==> src/rtl/core/tpim_pkg.sv <==
// Shared types and constants for the tensor permute index map.
// Holds field widths, opcodes and the controller-to-datapath command bundle.
// No dependencies.
package tpim_pkg;

	// Fixed field widths
	localparam int IDX_W     = 24;
	localparam int AXIS_W    = 3;
	localparam int CFG_W     = 4;
	localparam int DIV_STEPS = IDX_W;
	localparam int BIT_W     = $clog2(DIV_STEPS);

	// Input item opcodes
	typedef enum logic {
		OP_LOAD = 1'b0,
		OP_MAP  = 1'b1
	} op_t;

	// Commands from controller to datapath
	typedef struct packed {
		logic load;      // write one axis entry from the input fields
		logic start;     // capture out_index and is_last, clear the sum
		logic rd_en;     // read the axis entry at rd_addr
		logic div_init;  // seed the divider with the remaining index
		logic div_step;  // one restoring division step
		logic mul_en;    // register quotient times source stride
		logic acc_en;    // add product into sum, keep remainder
		logic out_load;  // move the sum into the output register
	} dp_cmd_t;

	// Status from datapath to controller
	typedef struct packed {
		logic step_zero; // fetched axis step is zero
		logic out_busy;  // output register holds a result not taken this cycle
	} dp_sts_t;

endpackage

==> src/rtl/core/tpim_dpath.sv <==
// Datapath of the tensor permute index map: axis tables, restoring divider,
// multiplier, accumulator and output register.
// Depends on tpim_pkg; driven by commands from tpim_ctrl.
module tpim_dpath #(
	parameter int MAX_AXES   = 8,
	parameter int INDEX_BITS = 24,
	parameter int ADDR_W     = (MAX_AXES > 1) ? $clog2(MAX_AXES) : 1
) (
	input  logic                             clk,
	input  logic                             arst_n,
	input  tpim_pkg::dp_cmd_t                cmd,
	input  logic [ADDR_W-1:0]                rd_addr,
	input  logic [tpim_pkg::AXIS_W-1:0]      axis,
	input  logic [tpim_pkg::IDX_W-1:0]       out_step,
	input  logic [tpim_pkg::IDX_W-1:0]       source_stride,
	input  logic [tpim_pkg::IDX_W-1:0]       out_index,
	input  logic                             is_last,
	output logic                             out_valid,
	input  logic                             out_ready,
	output logic [tpim_pkg::IDX_W-1:0]       source_index,
	output logic                             last,
	output tpim_pkg::dp_sts_t                sts
);

	localparam int IDX_W = tpim_pkg::IDX_W;
	localparam int LIM_W = tpim_pkg::CFG_W + 1;
	localparam int OUT_W = (INDEX_BITS < IDX_W) ? INDEX_BITS : IDX_W;
	localparam logic [IDX_W-1:0] IDX_MASK = {IDX_W{1'b1}} >> (IDX_W - OUT_W);

	logic [IDX_W-1:0]   step_mem   [MAX_AXES];
	logic [IDX_W-1:0]   stride_mem [MAX_AXES];
	logic [IDX_W-1:0]   step_q;
	logic [IDX_W-1:0]   stride_q;
	logic [IDX_W-1:0]   remain_q;
	logic [IDX_W-1:0]   sum_q;
	logic               last_item_q;
	logic [IDX_W-1:0]   rem_q;
	logic [IDX_W-1:0]   quo_q;
	logic [IDX_W-1:0]   prod_q;
	logic [IDX_W:0]     trial;
	logic [IDX_W:0]     shifted;
	logic [2*IDX_W-1:0] prod_full;
	logic               wr_ok;
	logic               out_valid_q;
	logic [IDX_W-1:0]   source_index_q;
	logic               last_q;

	// Drop loads aimed past the table
	assign wr_ok = (LIM_W'(axis) < LIM_W'(MAX_AXES));

	// Write and read the axis tables
	always_ff @(posedge clk) begin
		if (cmd.load && wr_ok) begin
			step_mem[ADDR_W'(axis)]   <= out_step;
			stride_mem[ADDR_W'(axis)] <= source_stride;
		end
		if (cmd.rd_en) begin
			step_q   <= step_mem[rd_addr];
			stride_q <= stride_mem[rd_addr];
		end
	end

	assign sts.step_zero = (step_q == '0);

	// Restoring division trial subtract
	assign shifted   = {rem_q, quo_q[IDX_W-1]};
	assign trial     = shifted - {1'b0, step_q};
	assign prod_full = quo_q * stride_q;

	// Divider, multiplier and accumulator
	always_ff @(posedge clk) begin
		if (cmd.start) begin
			remain_q    <= out_index;
			sum_q       <= '0;
			last_item_q <= is_last;
		end
		if (cmd.div_init) begin
			rem_q <= '0;
			quo_q <= remain_q;
		end else if (cmd.div_step) begin
			if (!trial[IDX_W]) begin
				rem_q <= trial[IDX_W-1:0];
				quo_q <= {quo_q[IDX_W-2:0], 1'b1};
			end else begin
				rem_q <= shifted[IDX_W-1:0];
				quo_q <= {quo_q[IDX_W-2:0], 1'b0};
			end
		end
		if (cmd.mul_en) begin
			prod_q <= prod_full[IDX_W-1:0];
		end
		if (cmd.acc_en) begin
			sum_q    <= sum_q + prod_q;
			remain_q <= rem_q;
		end
	end

	// Output register payload
	always_ff @(posedge clk) begin
		if (cmd.out_load) begin
			source_index_q <= sum_q & IDX_MASK;
			last_q         <= last_item_q;
		end
	end

	// Output valid: set on load, clear on transfer
	always_ff @(posedge clk or negedge arst_n) begin
		if (!arst_n) begin
			out_valid_q <= 1'b0;
		end else if (cmd.out_load) begin
			out_valid_q <= 1'b1;
		end else if (out_ready) begin
			out_valid_q <= 1'b0;
		end
	end

	assign sts.out_busy  = out_valid_q && !out_ready;
	assign out_valid     = out_valid_q;
	assign source_index  = source_index_q;
	assign last          = last_q;

endmodule

==> src/rtl/core/tpim_ctrl.sv <==
// Controller of the tensor permute index map: walks the axes of a map item
// and sequences the shared divider. Holds the axes_in_use register.
// Depends on tpim_pkg; commands tpim_dpath.
module tpim_ctrl #(
	parameter int MAX_AXES = 8,
	parameter int ADDR_W   = (MAX_AXES > 1) ? $clog2(MAX_AXES) : 1
) (
	input  logic                         clk,
	input  logic                         arst_n,
	input  logic                         in_valid,
	output logic                         in_ready,
	input  logic                         opcode,
	input  logic                         cfg_valid,
	output logic                         cfg_ready,
	input  logic [tpim_pkg::CFG_W-1:0]   axes_in_use,
	output tpim_pkg::dp_cmd_t            cmd,
	output logic [ADDR_W-1:0]            rd_addr,
	input  tpim_pkg::dp_sts_t            sts
);

	localparam int CNT_W = $clog2(MAX_AXES + 1);
	localparam int LIM_W = tpim_pkg::CFG_W + 1;
	localparam int BIT_W = tpim_pkg::BIT_W;

	typedef enum logic [6:0] {
		S_IDLE  = 7'b0000001,
		S_FETCH = 7'b0000010,
		S_CHECK = 7'b0000100,
		S_DIV   = 7'b0001000,
		S_MUL   = 7'b0010000,
		S_ACC   = 7'b0100000,
		S_DONE  = 7'b1000000
	} state_t;

	state_t                     state_q;
	state_t                     state_d;
	logic [tpim_pkg::CFG_W-1:0] axes_q;
	logic [CNT_W-1:0]           cnt_q;
	logic [CNT_W-1:0]           cnt_d;
	logic [CNT_W-1:0]           limit_q;
	logic [BIT_W-1:0]           bit_q;
	logic [BIT_W-1:0]           bit_d;
	logic [LIM_W-1:0]           axes_sat;
	logic                       in_xfer;

	assign cfg_ready = 1'b1;
	assign in_ready  = (state_q == S_IDLE);
	assign in_xfer   = in_valid && in_ready;
	assign rd_addr   = cnt_q[ADDR_W-1:0];

	// Clamp the axis count to the table depth
	assign axes_sat = (LIM_W'(axes_q) > LIM_W'(MAX_AXES)) ? LIM_W'(MAX_AXES)
	                                                       : LIM_W'(axes_q);

	// Next state and commands
	always_comb begin
		state_d = state_q;
		cnt_d   = cnt_q;
		bit_d   = bit_q;
		cmd     = '0;
		case (state_q)
			S_IDLE: begin
				if (in_xfer) begin
					if (opcode == tpim_pkg::OP_MAP) begin
						cmd.start = 1'b1;
						cnt_d     = '0;
						state_d   = S_FETCH;
					end else begin
						cmd.load = 1'b1;
					end
				end
			end
			S_FETCH: begin
				if (cnt_q == limit_q) begin
					state_d = S_DONE;
				end else begin
					cmd.rd_en = 1'b1;
					state_d   = S_CHECK;
				end
			end
			S_CHECK: begin
				if (sts.step_zero) begin
					cnt_d   = cnt_q + CNT_W'(1);
					state_d = S_FETCH;
				end else begin
					cmd.div_init = 1'b1;
					bit_d        = '0;
					state_d      = S_DIV;
				end
			end
			S_DIV: begin
				cmd.div_step = 1'b1;
				if (bit_q == BIT_W'(tpim_pkg::DIV_STEPS - 1)) begin
					state_d = S_MUL;
				end else begin
					bit_d = bit_q + BIT_W'(1);
				end
			end
			S_MUL: begin
				cmd.mul_en = 1'b1;
				state_d    = S_ACC;
			end
			S_ACC: begin
				cmd.acc_en = 1'b1;
				cnt_d      = cnt_q + CNT_W'(1);
				state_d    = S_FETCH;
			end
			S_DONE: begin
				if (!sts.out_busy) begin
					cmd.out_load = 1'b1;
					state_d      = S_IDLE;
				end
			end
			default: begin
				state_d = S_IDLE;
			end
		endcase
	end

	// State, counters and the axis limit
	always_ff @(posedge clk or negedge arst_n) begin
		if (!arst_n) begin
			state_q <= S_IDLE;
			cnt_q   <= '0;
			bit_q   <= '0;
			limit_q <= '0;
		end else begin
			state_q <= state_d;
			cnt_q   <= cnt_d;
			bit_q   <= bit_d;
			if (cmd.start) begin
				limit_q <= CNT_W'(axes_sat);
			end
		end
	end

	// Configuration register
	always_ff @(posedge clk or negedge arst_n) begin
		if (!arst_n) begin
			axes_q <= tpim_pkg::CFG_W'(1);
		end else if (cfg_valid && cfg_ready) begin
			axes_q <= axes_in_use;
		end
	end

	// Axis walk never passes the latched limit
	a_cnt_bound: assert property (@(posedge clk) disable iff (!arst_n)
		(state_q != S_IDLE) |-> (cnt_q <= limit_q))
		else $error("axis counter passed limit");

	// Division step counter stays inside the quotient width
	a_bit_bound: assert property (@(posedge clk) disable iff (!arst_n)
		(state_q == S_DIV) |-> (bit_q < BIT_W'(tpim_pkg::DIV_STEPS)))
		else $error("divider step counter out of range");

	// A nonzero axis step always starts the divider at step zero
	a_div_nonzero: assert property (@(posedge clk) disable iff (!arst_n)
		(state_q == S_CHECK && !sts.step_zero) |=> (state_q == S_DIV && bit_q == '0))
		else $error("divider not started after nonzero step");

endmodule

==> src/rtl/core/tensor_permute_index_map_core.sv <==
// A load item writes one axis table entry. A map item walks n axes
// (n = min(axes_in_use, MAX_AXES)), one map item at a time, then raises out_valid.
// An axis with a nonzero step runs fetch, check, the shared 24-step restoring
// divider, multiply and accumulate; a zero step runs only fetch and check.
// The output register lets a new item be accepted while a result waits.
// Reset (arst_n low, asynchronous): idle, no result held, axes_in_use = 1.
module tensor_permute_index_map_core #(
	parameter int MAX_AXES   = 8,
	parameter int INDEX_BITS = 24
) (
	input  logic                             clk,
	input  logic                             arst_n,
	input  logic                             in_valid,
	output logic                             in_ready,
	input  logic                             opcode,
	input  logic [tpim_pkg::AXIS_W-1:0]      axis,
	input  logic [tpim_pkg::IDX_W-1:0]       out_step,
	input  logic [tpim_pkg::IDX_W-1:0]       source_stride,
	input  logic [tpim_pkg::IDX_W-1:0]       out_index,
	input  logic                             is_last,
	output logic                             out_valid,
	input  logic                             out_ready,
	output logic [tpim_pkg::IDX_W-1:0]       source_index,
	output logic                             last,
	input  logic                             cfg_valid,
	output logic                             cfg_ready,
	input  logic [tpim_pkg::CFG_W-1:0]       axes_in_use
);

	localparam int ADDR_W = (MAX_AXES > 1) ? $clog2(MAX_AXES) : 1;

	tpim_pkg::dp_cmd_t  cmd;
	tpim_pkg::dp_sts_t  sts;
	logic [ADDR_W-1:0]  rd_addr;

	// Sequencer
	tpim_ctrl #(
		.MAX_AXES (MAX_AXES),
		.ADDR_W   (ADDR_W)
	) u_ctrl (
		.clk         (clk),
		.arst_n      (arst_n),
		.in_valid    (in_valid),
		.in_ready    (in_ready),
		.opcode      (opcode),
		.cfg_valid   (cfg_valid),
		.cfg_ready   (cfg_ready),
		.axes_in_use (axes_in_use),
		.cmd         (cmd),
		.rd_addr     (rd_addr),
		.sts         (sts)
	);

	// Tables, divider, multiplier and output register
	tpim_dpath #(
		.MAX_AXES   (MAX_AXES),
		.INDEX_BITS (INDEX_BITS),
		.ADDR_W     (ADDR_W)
	) u_dpath (
		.clk           (clk),
		.arst_n        (arst_n),
		.cmd           (cmd),
		.rd_addr       (rd_addr),
		.axis          (axis),
		.out_step      (out_step),
		.source_stride (source_stride),
		.out_index     (out_index),
		.is_last       (is_last),
		.out_valid     (out_valid),
		.out_ready     (out_ready),
		.source_index  (source_index),
		.last          (last),
		.sts           (sts)
	);

endmodule

==> config.mk <==
export PLATFORM = sky130hd
export DESIGN_NAME = tensor_permute_index_map_core
export DESIGN_NICKNAME = d
export VERILOG_FILES = /design/src/rtl/core/tpim_pkg.sv /design/src/rtl/core/tpim_dpath.sv /design/src/rtl/core/tpim_ctrl.sv /design/src/rtl/core/tensor_permute_index_map_core.sv
export SDC_FILE = /design/constraint.sdc
export NUM_CORES = 1
export LEC_CHECK = 0
export BUFFER_PORTS_ARGS = -buffer_cell sky130_fd_sc_hd__buf_2
export CAP_MARGIN = 20
export CORE_UTILIZATION = 61
export DETAILED_ROUTE_END_ITERATION = 10
export PLACE_DENSITY = 0.84
export SYNTH_ARGS = -nofsm -noshare
export SYNTH_HDL_FRONTEND = slang
export SYNTH_SLANG_ARGS = --single-unit
==> constraint.sdc <==
create_clock -name clk -period 18.7 [get_ports clk]
set_clock_uncertainty 0.05 [all_clocks]
set_input_delay 0 -clock clk [delete_from_list [all_inputs] [get_ports clk]]
set_output_delay 0 -clock clk [all_outputs]
set_load 0.01 [all_outputs]
==> impl_metrics.py, run 1 <==
metrics = {
    "clocking": {
        "post_cts_buffers": 0,
        "cts_buffers": 59,
        "clock_path_buffers": 3,
        "cts_htree_levels": 2,
        "clk_latency_ps": 640,
        "tritoncts": "done",
        "clkTransAtPathRegs_ps": 60,
        "clkSinkCount": 603,
        "clock-root-buffer": "clkbuf_16",
    },
    "status": {
        "status": "completed",
    },
    "grt": {
        "grt_pass1_vias": 21500,
        "grt_max_degree": 63,
        "grt_pass1_wl_mm": 122,
        "grt_use_total": 0.287,
        "grt_overflow_total": 0,
        "antenna_found_initial": 11,
    },
    "flow_run": {
        "drv_cap": 0,
    },
    "min_path": {
        "hold_class": "input pin to flop",
    },
    "sta": {
        "rsz0062_at_grt": "false",
        "tightest_slew_ps": 1030,
        "slew_viol_final": 0,
        "fin_crit_sh": 0.368,
        "hold_viol_final": 0,
        "period_minus_slack_ps": 6880,
        "fmax_ghz": 0.145,
        "relSlewSlack": 0.314,
        "setup_viol": 0,
        "tns_ps": 0,
        "hold_ws_ps": 70.6,
    },
    "worst_setup_path": {
        "endpoint_kind": "flop",
        "worstSetupPathType": "flop to flop",
        "start_kind": "flop",
        "r2r_setup_slack_ps": 11820,
        "arrival_ps": 7200,
        "critPathMaxFanout": 24,
        "cp_data_required_time_ps": 19020,
    },
    "placed_design": {
        "finalWeightedCongestion": 0.902,
        "post-dp-hpwl_mm": 47.4,
        "dp.cells": 3125,
        "io_buffer_count": 112,
    },
    "drt": {
        "wl_mm": 79.0,
        "drtIter0Drc": 2024,
        "vias_per_cell": 6.03,
        "ant_nets": 0,
        "drc": 0,
        "wl_per_cell_um": 23.7,
        "vias": 20100,
        "firstDrtPassIters": 6,
    },
    "floorplan": {
        "die_x_um": 236,
        "core_um2": 54000,
        "initial_core_util": 0.620,
        "die_y_um": 236,
        "num_rows": 85,
        "dieArea_um2": 55900,
        "io_pins": 114,
    },
    "synthesis": {
        "synthArstFlopShare": 0.0415,
        "syn-instance-count": 2389,
        "synth-edff-count": 554,
        "synth_ff_type": "edfxtp_1",
        "syn_avg_cell_area_um2": 14.0,
        "yosys_warnings": 0,
        "ys_ff_latch": 603,
        "synth_fp_nets": 2822,
        "synth_cell_type_count": 68,
        "syn_area_um2": 33500,
        "ys_seq_area_frac": 0.529,
        "netlist.top_cell.by_area": "edfxtp_1",
        "yosys-top-cells-area": "edfxtp_1, fa_1, mux4_2",
        "synth_top_area_frac": 0.496,
    },
    "final_layout": {
        "syn2layout_area_growth_pct": 12.5,
        "nets": 3013,
        "drive_above_1_share": 0.168,
        "fin_util": 0.698,
        "final_cells": 3333,
    },
    "power_and_ir_drop": {
        "powerDensity_nw_per_um2": 160,
        "total_power_mw": 6.04,
        "power.leakage_nw": 14.6,
        "vdd_ir_drop_max_mv": 0.291,
    },
}
==> critical path, stage by stage, from the launching register on <==
cell,delay [ps]
edfxtp_1,760
nand2_1,180
fa_1,570
inv_1,60
fa_1,520
inv_1,50
fa_1,540
inv_1,40
ha_1,180
fa_1,480
inv_1,60
fa_1,480
fa_1,490
inv_1,40
ha_1,210
nor4_1,470
o21ai_0,220
nand2_1,110
o21ai_1,150
a311o_1,420
a31oi_1,240
o21ai_0,160
xnor2_1,150
==> flip-flops by register name, summed over array words and instances (netlist names) <==
signal and count:
u_ctrl.cnt_q 4, u_dpath.step_mem 192, u_dpath.rem_q 24, u_dpath.remain_q 24, u_ctrl.bit_q 5, u_dpath.step_q 24, u_dpath.out_valid 1, u_dpath.last_item_q 1
u_ctrl.state_q 7, u_ctrl.limit_q 4, u_dpath.quo_q 24, u_dpath.stride_mem 192, u_dpath.stride_q 24, u_dpath.prod_q 24, u_ctrl.axes_q 4, u_dpath.last 1
u_dpath.sum_q 24, u_dpath.source_index 24
==> power breakdown <==
part           internal (mW)  total, mW  leakage, nW  switching, mW
clock network          0.683       1.21        0.938          0.530
registers               1.71       1.77         5.52         0.0598
logic                   1.39       3.06         8.17           1.67
==> per-layer routing <==
layer,track usage,up-vias,part of all wire
li1,-,8668,-
met1,0.360,10200,0.37
met2,0.503,1005,0.52
met3,0.0429,182,0.070
met4,0.113,6,0.035
met5,0,-,0.00057
==> synthesized netlist by cell type (3+ instances only) <==
cell	count
inv_1	323
mux2_2	98
nor3b_1	5
and3_1	4
o21ai_0	36
or4_1	3
nor3_1	11
xnor2_1	80
edfxtp_1	554
o22ai_1	3
nor2_1	42
a31oi_1	7
nor4_1	10
mux2i_1	17
nand2b_1	17
buf_1	17
o211ai_1	5
a21oi_1	42
nand4b_1	3
clkbuf_1	72
o21ai_1	15
nand2_1	205
nand3_1	20
mux4_2	96
o21a_1	5
o21bai_1	11
dfxtp_1	24
and2_1	167
fa_1	215
nand3b_1	3
a21o_1	24
or3_1	3
and3b_1	3
dfrtp_1	23
a21oi_2	3
a211oi_1	3
nand4_1	7
xor2_1	30
ha_1	132
nor2b_1	13
o31ai_1	3
==> per-stage QoR <==
stage / instance area [um2] / worst slack (ps)
4_1_cts: 37600 / 11830
5_1_grt: 37700 / 11420
3_3_place_gp: 34800 / 12000
6_report: 37700 / 11820
2_1_floorplan: 33500 / 12060
3_5_place_dp: 34800 / 11810
==> area by class of cell <==
type                    instances  area, um2
diodes                         10       25.0
clock buffers                  76       1580
clock inverters                32        360
fillers                      3367      16300
inverters                     323       1210
multi-input cells            1370      14200
flip-flops and latches        603      17800
well taps                     696        871
repair buffers                223       1670
==> timing repair <==
| item | CTS | global route |
|---|---|---|
| hold buffers | 88 | 0 |
| setup endpoints to repair | 0 | 0 |
| resized for setup | 0 | 0 |
| endpoints found under the hold margin | 448 | 0 |
==> worst paths after layout <==
kind / start / end / depth (start not counted)
min in group asynchronous: arst_n / u_ctrl.state_q[0]$_DFFE_PN1P_ / 3
max in group asynchronous: arst_n / u_ctrl.cnt_q[1]$_DFFE_PN0P_ / 5
worst max register to register: u_dpath.stride_q[0]$_DFFE_PP_ / u_dpath.prod_q[23]$_DFFE_PN_ / 22
worst min register to register: u_dpath.sum_q[17]$_SDFFCE_PN0P_ / u_dpath.source_index[17]$_DFFE_PP_ / 0
worst min-delay path: is_last / u_dpath.last_item_q$_DFFE_PP_ / 2
worst max-delay path: u_dpath.stride_q[0]$_DFFE_PP_ / u_dpath.prod_q[23]$_DFFE_PN_ / 22
==> placed cells by master (no fill, tap or decap), drive strengths merged, types with 13 or more instances in the layout <==
master       netlist  routed
a21oi             45      45
ha               132     132
xnor2             80      80
clkbuf            72      76
clkinv             0      20
dfrtp             23      23
nand2b            17      17
nor2b             13      13
o21ai             53      53
dlygate4sd3        0      88
nor2              42      42
fa               215     215
mux2             100     100
nand2            205     205
edfxtp           554     554
mux2i             17      17
mux4              96      96
buf               21     135
inv              323     326
nand3             20      20
xor2              30      30
and2             167     167
dfxtp             24      24
a21o              24      24
==> logic make-up after synthesis <==
| logic type | Yosys count | synth area share |
|---|---|---|
| AOI/OAI and AO/OA | 180 | 0.0349 |
| buffers and inverters | 416 | 0.0473 |
| xor gates and xnor gates | 110 | 0.0287 |
| muxes | 213 | 0.103 |
| and+or+nand+nor | 519 | 0.0784 |
| DFF | 603 | 0.529 |
| other | 1 | 0.000112 |
| adders and majority gates | 347 | 0.178 |
No activity file was read; power rests on OpenSTA's default activity.
==> run 2: changes to the inputs <==
==> constraint.sdc (replaced) <==
create_clock -name clk -period 7.2 [get_ports clk]
set_clock_uncertainty 0.05 [all_clocks]
set_input_delay 0 -clock clk [delete_from_list [all_inputs] [get_ports clk]]
set_output_delay 0 -clock clk [all_outputs]
set_load 0.01 [all_outputs]
==> impl_metrics.py, run 2 (synthesis gave the netlist of run 1 again) <==
metrics = {
    "power_and_ir_drop": {
        "powerDensity_nw_per_um2": 418,
        "vdd_ir_drop_max_mv": 0.595,
        "power.leakage_nw": 14.7,
    },
    "worst_setup_path": {
        "critPathMaxFanout": 16,
        "worstSetupPathType": "flop to flop",
        "endpoint_kind": "flop",
        "cp_data_required_time_ps": 7490,
        "arrival_ps": 7100,
        "start_kind": "flop",
    },
    "final_layout": {
        "layout_common_cells": "edfxtp_1, inv_1, fa_1",
        "largestRegisters": "u_dpath.step_mem: 192 flops, u_dpath.stride_mem: 192 flops",
        "final_cells": 3346,
        "layout_commonest_cell": "edfxtp_1",
        "filler_cell_count": 3366,
        "nets": 3027,
        "syn2layout_area_growth_pct": 13.1,
        "drive_above_1_share": 0.176,
    },
    "sta": {
        "tightest_slew_ps": 1140,
        "relSlewSlack": 0.243,
        "fin_crit_sh": 0.945,
        "fmax_ghz": 0.147,
        "setup_viol": 0,
        "period_minus_slack_ps": 6810,
        "rsz0062_at_grt": "false",
        "tns_ps": 0,
        "hold_viol_final": 0,
        "slew_viol_final": 0,
    },
    "clocking": {
        "clock_path_buffers": 3,
        "cts_htree_levels": 2,
        "tritoncts": "done",
        "clkTransAtPathRegs_ps": 70,
        "clk_latency_ps": 650,
        "clkSinkCount": 603,
        "cts_buffers": 59,
        "clock-root-buffer": "clkbuf_16",
        "cts-resized-gates": 0,
    },
    "floorplan": {
        "die_y_um": 236,
        "io_pins": 114,
        "core_um2": 54000,
        "num_rows": 85,
        "initial_core_util": 0.620,
        "dieArea_um2": 55900,
        "die_x_um": 236,
    },
    "drt": {
        "wl_mm": 79.3,
        "ant_nets": 0,
        "vias_per_cell": 5.99,
        "drc": 0,
        "vias": 20000,
        "firstDrtPassIters": 5,
        "wl_per_cell_um": 23.7,
        "drtIter0Drc": 1667,
    },
    "placed_design": {
        "finalWeightedCongestion": 0.903,
        "dp.cells": 3137,
        "io_buffer_count": 112,
        "post-dp-hpwl_mm": 48.2,
    },
    "status": {
        "status": "completed",
    },
    "grt": {
        "antenna_found_initial": 6,
        "grt_pass1_vias": 21500,
        "grt_max_degree": 76,
        "grt_pass1_wl_mm": 120,
        "grt_overflow_total": 0,
        "grt_use_total": 0.283,
    },
    "flow_run": {
        "drv_cap": 0,
    },
    "min_path": {
        "hold_class": "input pin to flop",
    },
}
run 2: what timing repair did:
| item | in CTS | in global routing |
|---|---|---|
| hold buffers | 88 | 0 |
| setup buffers | 0 | 1 |
| endpoints found under the setup margin | 0 | 1 |
| hold endpoints to repair | 448 | 0 |
run 2: worst paths after layout:
kind | start | end | slack [ps] | cells past startpoint
setup / recovery | u_dpath.stride_q[1]$_DFFE_PP_ | u_dpath.prod_q[23]$_DFFE_PN_ | 390 | 22
max in group asynchronous | arst_n | u_ctrl.cnt_q[1]$_DFFE_PN0P_ | 5800 | 5
hold reg to reg | u_dpath.sum_q[9]$_SDFFCE_PN0P_ | u_dpath.source_index[9]$_DFFE_PP_ | 400 | 0
min in group asynchronous | arst_n | u_ctrl.state_q[0]$_DFFE_PN1P_ | 380 | 3
hold / removal | axis[0] | u_dpath.step_mem[6][1]$_DFFE_PP_ | 90 | 3
setup reg to reg | u_dpath.stride_q[1]$_DFFE_PP_ | u_dpath.prod_q[23]$_DFFE_PN_ | 390 | 22
run 2: per-layer routing:
| metal | routed length (um) | GRT usage | up-vias |
|---|---|---|---|
| met1 | 30000 | 0.355 | 10100 |
| met4 | 2480 | 0.104 | 8 |
| met3 | 5680 | 0.0414 | 191 |
| met2 | 41100 | 0.498 | 1005 |
| met5 | 51 | 0 | - |
| li1 | - | - | 8711 |
run 2: per-stage QoR:
step | hold WS [ps] | setup slack (ps) | instance area (um2) | utilization | power [mW]
after floorplan | -346 | 558 | 33500 | - | 10.6
after global placement | -41.7 | 541 | 34900 | 0.646 | 12.2
after detailed placement | -26.9 | 340 | 34900 | 0.646 | 12.5
after CTS | 8.70 | 383 | 37800 | 0.700 | 15.8
after global routing | 108 | 61.8 | 37900 | 0.701 | 17.0
final | 88.4 | 395 | 37900 | 0.702 | 15.8
run 2: area by class of cell:
type                       instances  area [um2]  share of cell area
multi-input combinational       1370       14200               0.376
sequential                       603       17800               0.468
timing repair buffer             237        1780              0.0471
clock buffer                      67        1510              0.0397
antenna                            5        12.5            0.000330
tap                              696         871              0.0230
clock inverter                    45         517              0.0136
inverter                         323        1210              0.0320
run 2: power by group:
group / switching [mW] / total [mW] / leakage (nW) / internal (mW)
clock network: 1.39 / 3.23 / 0.974 / 1.84
registers: 0.140 / 4.58 / 5.52 / 4.44
logic: 4.42 / 8.04 / 8.24 / 3.62
total: 5.94 / 15.8 / 14.7 / 9.90
run 2: critical path, stage by stage (launching register included):
cell and delay [ps]:
edfxtp_1 660, nand2_1 160, fa_1 570, inv_1 70, fa_1 550, inv_1 60
fa_1 520, inv_1 40, ha_1 180, fa_1 460, fa_1 540, inv_1 50
fa_1 470, inv_1 40, ha_1 190, nor4_1 450, o21ai_0 210, nand2_1 110
o21ai_1 160, a311o_1 430, a31oi_1 250, o21ai_0 160, xnor2_1 150
